--- config.mk ---
export PLATFORM = sky130hd
export DESIGN_NAME = fdr_front
export DESIGN_NICKNAME = d
export VERILOG_FILES = /design/src/rtl/core/fdr_pkg.sv /design/src/rtl/core/fdr_front.sv
export SDC_FILE = /design/constraint.sdc
export NUM_CORES = 1
export LEC_CHECK = 0
export ABC_AREA = 0
export BUFFER_PORTS_ARGS = -buffer_cell sky130_fd_sc_hd__buf_2
export CAP_MARGIN = 15
export CELL_PAD_IN_SITES_DETAIL_PLACEMENT = 1
export CELL_PAD_IN_SITES_GLOBAL_PLACEMENT = 1
export CORE_MARGIN = 2
export CORE_UTILIZATION = 33
export DETAILED_ROUTE_END_ITERATION = 10
export PLACE_DENSITY_LB_ADDON = 0.25
export SETUP_SLACK_MARGIN = 0.1
export SLEW_MARGIN = 10
export SYNTH_ARGS = -nofsm -noshare
export SYNTH_HDL_FRONTEND = slang
export SYNTH_SLANG_ARGS = --single-unit
--- constraint.sdc ---
create_clock -name clk -period 4.8 [get_ports clk]
set_input_delay 0.48 -clock clk [delete_from_list [all_inputs] [get_ports clk]]
set_output_delay 0.48 -clock clk [all_outputs]
set_load 0.005 [all_outputs]
--- src/rtl/core/fdr_pkg.sv ---
`default_nettype none
package fdr_pkg;

  localparam int CHUNK_SLOTS_DEF   = 8;
  localparam int SLOT_BYTES_DEF    = 256;
  localparam int MESSAGE_BYTES_DEF = 2048;

  localparam logic [9:0] HDR_LEN   = 10'd8;
  localparam logic [9:0] COUNT_MAX = 10'd1023;

  localparam logic OP_PUSH = 1'b0;
  localparam logic OP_READ = 1'b1;

  localparam logic [3:0] ST_INCOMPLETE = 4'd0;
  localparam logic [3:0] ST_COMPLETE   = 4'd1;
  localparam logic [3:0] ST_GAP        = 4'd2;
  localparam logic [3:0] ST_SHORT      = 4'd3;
  localparam logic [3:0] ST_BAD_MAGIC  = 4'd4;
  localparam logic [3:0] ST_BAD_VER    = 4'd5;
  localparam logic [3:0] ST_SEQ_RANGE  = 4'd6;
  localparam logic [3:0] ST_TOO_LARGE  = 4'd7;
  localparam logic [3:0] ST_READ       = 4'd8;

  localparam logic [1:0] CFG_MAGIC    = 2'd0;
  localparam logic [1:0] CFG_VERSION  = 2'd1;
  localparam logic [1:0] CFG_MAX_BODY = 2'd2;

  typedef struct packed {
    logic        op;
    logic [7:0]  data_byte;
    logic        frame_end;
    logic [10:0] read_addr;
  } in_item_t;

  typedef struct packed {
    logic [3:0]  status;
    logic [15:0] msg_id;
    logic [7:0]  msg_type;
    logic [7:0]  total_chunks;
    logic [11:0] full_len;
    logic [7:0]  read_data;
  } out_item_t;

  typedef enum logic [2:0] {
    K_PUSH = 3'b001,
    K_END  = 3'b010,
    K_READ = 3'b100
  } kind_t;

  typedef struct packed {
    kind_t       kind;
    logic [7:0]  data_byte;
    logic [10:0] read_addr;
  } q_entry_t;

  typedef struct packed {
    logic [7:0] magic;
    logic [7:0] version;
    logic [8:0] max_body;
  } cfg_t;

endpackage
`default_nettype wire

--- src/rtl/core/fdr_front.sv ---
`default_nettype none
module fdr_front (
  input  wire               clk,
  input  wire               rst,
  input  wire               in_valid,
  output logic              in_ready,
  input  fdr_pkg::in_item_t in_data,
  output logic              q_valid,
  input  wire               q_ready,
  output fdr_pkg::q_entry_t q_entry
);
  import fdr_pkg::*;

  q_entry_t   entries [2];
  logic       wp;
  logic       rp;
  logic [1:0] count;
  q_entry_t   e_in;
  logic       push;
  logic       pop;

  always_comb begin
    e_in.data_byte = in_data.data_byte;
    e_in.read_addr = in_data.read_addr;
    if (in_data.op == OP_READ) begin
      e_in.kind = K_READ;
    end else if (in_data.frame_end) begin
      e_in.kind = K_END;
    end else begin
      e_in.kind = K_PUSH;
    end
  end

  assign in_ready = (count != 2'd2);
  assign q_valid  = (count != 2'd0);
  assign q_entry  = entries[rp];
  assign push     = in_valid && in_ready;
  assign pop      = q_valid && q_ready;

  always_ff @(posedge clk) begin
    if (push) begin
      entries[wp] <= e_in;
    end
  end

  always_ff @(posedge clk) begin
    if (rst) begin
      wp    <= 1'b0;
      rp    <= 1'b0;
      count <= 2'd0;
    end else begin
      if (push) wp <= ~wp;
      if (pop) rp <= ~rp;
      count <= count + 2'(push) - 2'(pop);
    end
  end

endmodule
`default_nettype wire

==> flow_summary.yaml <==
run_status:
  status: "finished, final reports clean"
synth:
  ys_seq_area_share_pct: 76.86
  syn-mean-instance-area_sq_um: 18.68
  syn_area_sq_um: 1849
  yosys_warnings: 0
  ys_seq_elements: 49
  ys_types: 24
  syn_nets: 125
  synthCells: 99
worst_setup_path:
  r2r_cells: 2
  r2r-start: "count[0]$_SDFF_PP0_"
  crit_fanout: 22
  cp.arrival_ps: 1850
  r2r-end: "entries[1][7]$_DFFE_PP_"
  crit_required_ps: 4320
  path_class: "reg2out"
  endpoint_kind: "output port"
  critPathCapture: "q_entry[21]"
  reg2reg_slack_ps: 2900
  crit_path_start_kind: "register"
floorplanning:
  start_util_pct: 33.79
  core.rowCount: 27
  die_h_microns: 78.86
  die_area_sq_um: 6219
  die_x_microns: 78.86
  ios: 49
  placeableCoreArea_sq_um: 5473
routing:
  wl_per_cell_microns: 14.61
  wl_mm: 3.287
  drc: 0
  vias_per_cell: 4.520
  drt-pass1-iter-count: 4
  antenna_left: 0
  drtIter0Drc: 37
  vias: 1017
placement:
  routabilityCongestion: 0.6489
  place_inst: 217
  dp_slack_ps: 2738
  placed_area_sq_um: 2170
  dp_hpwl_mm: 2.304
  portBuffers: 48
final_layout:
  fin_area_sq_um: 2251
  fin_nets: 178
  antenna_cells: 0
  final_cell_count_no_fill: 225
  syn_to_final_growth_pct: 21.72
  fill_cells: 579
  drive_gt1_share_pct: 37.91
flow_run:
  maxCapViolCount: 0
clock_network:
  ctsResizeCount: 0
  cts_buffer_depth: 2
  clock-sinks: 49
  cts-root-buf: "clkbuf_8"
  post_cts_buffers: 0
  clk_latency_ps: 290
  cts_buffers: 5
  tritoncts: "done"
  htreeDepth: 2
  path_clk_slew_ps: 80
  hold_buffers: 0
timing:
  hold_viol: 0
  period_needed_ps: 2325
  slew_headroom_pct: 30.04
  timing.fmax_ghz: 0.4301
  period_share_pct: 48.44
  tightest_slew_ps: 1049
  final.setup.tns_ps: 0
  setup_viol: 0
  rsz0062_at_grt: "no"
  fin_skew_ps: 7.236
  finalMaxSlewViolations: 0
  layout_setup_ws_ps: 2475
power:
  leakage_nw: 0.8517
  irDropWorstVdd_mv: 0.1459
  powerDensity_nw_per_um2: 425.4
global_routing:
  antenna_found_initial: 0
  grt_max_degree: 23
  track_usage_pct: 11.45
  grt_pass1_vias: 1113
  overflow: 0
  grt_first_pass_wirelength_mm: 5.340
worst_hold_path:
  hp-start: "in_data[9]"
  hold_path_class: "in2reg"
cell usage after synthesis:
cell type / number / area, sq um
or2_2: 1 / 6.260
o31a_1: 1 / 8.760
nand3_1: 1 / 5.000
mux2_1: 20 / 225.2
o21ba_1: 1 / 10.01
xor2_1: 1 / 8.760
nand3b_1: 1 / 7.510
o21ai_1: 1 / 5.000
edfxtp_1: 44 / 1321
buf_2: 2 / 10.01
nor4_1: 1 / 6.260
a21bo_1: 1 / 10.01
dfxtp_1: 5 / 100.1
nor4bb_1: 1 / 10.01
a21oi_1: 1 / 5.000
o21ai_0: 1 / 5.000
ha_1: 1 / 12.51
inv_1: 1 / 3.750
and3_1: 2 / 12.51
nor2_1: 5 / 18.77
nor3_2: 1 / 10.01
mux2_2: 2 / 22.52
nor2b_1: 3 / 18.77
nand2b_1: 1 / 6.260
metal layers:
| layer | track usage, % | routed length, microns |
|---|---|---|
| met1 | 12.32 | 1306 |
| met2 | 20.77 | 1787 |
| met3 | 3.636 | 168 |
| met4 | 4.655 | 25 |
| met5 | 0 | 0 |
cell families (layout without fill, tap and decap cells):
| group | Yosys count | after routing | synth area share [%] |
|---|---|---|---|
| AO/OA/AOI/OAI | 6 | 6 | 2.367 |
| multiplexers | 22 | 22 | 13.40 |
| flip-flops | 49 | 49 | 76.86 |
| adder cells (fa/ha/maj) | 1 | 1 | 0.6765 |
| XOR/XNOR | 1 | 1 | 0.4737 |
| buffers and inverters | 3 | 57 | 0.7441 |
| AND/OR/NAND/NOR | 17 | 17 | 5.481 |
registers in the layout, indices dropped and copies added (netlist names), named ones only:
signal / cells
count: 2
entries: 44
rp: 1
wp: 1
worst max-delay path, stage by stage (launching register included):
cell	delay, ps
dfxtp_1	1010
mux2_2	420
buf_2	130
worst min path at each step:
stage	cells past startpoint	to
final	1	entries[0][9]$_DFFE_PP_
after floorplan	2	register
after CTS	1	entries[0][9]$_DFFE_PP_
after global placement	2	rp$_SDFFE_PP0P_
after global routing	1	entries[0][6]$_DFFE_PP_
after detailed placement	2	register
layout make-up:
class	instances	area, sq um	share of cell area (%)
flip-flops and latches	49	1421	63.15
inverters	1	3.754	0.1668
clock buffers	5	68.82	3.057
multi-input cells	47	414.1	18.40
repair buffers	48	240.2	10.67
well taps	72	90.09	4.002
clock inverters	3	12.51	0.5559
metrics by stage:
| step | hold slack [ps] | total power [mW] | util, % |
|---|---|---|---|
| 2_1_floorplan | 472.5 | 0.6608 | - |
| 3_3_place_gp | 485.5 | 0.7397 | 39.64 |
| 3_5_place_dp | 502.2 | 0.7512 | 39.64 |
| 4_1_cts | 364.1 | 0.9725 | 41.13 |
| 5_1_grt | 364.1 | 1.008 | 41.13 |
| 6_report | 376.8 | 0.9576 | 41.13 |
power by group:
part | leakage (nW) | internal, mW | switching [mW] | total (mW)
registers | 0.454 | 0.519 | 0.0372 | 0.557
clock network | 0.0430 | 0.0982 | 0.124 | 0.222
logic | 0.355 | 0.0978 | 0.0813 | 0.179
placed cells by master (no fill, tap or decap), drive strengths merged, types with 2 or more instances in the layout:
| cell | count |
|---|---|
| dfxtp | 5 |
| buf | 48 |
| and3 | 2 |
| o21ai | 2 |
| nor2 | 5 |
| clkbuf | 5 |
| edfxtp | 44 |
| nor2b | 3 |
| clkinv | 3 |
| mux2 | 22 |
Power figures use the tool's default switching activity.
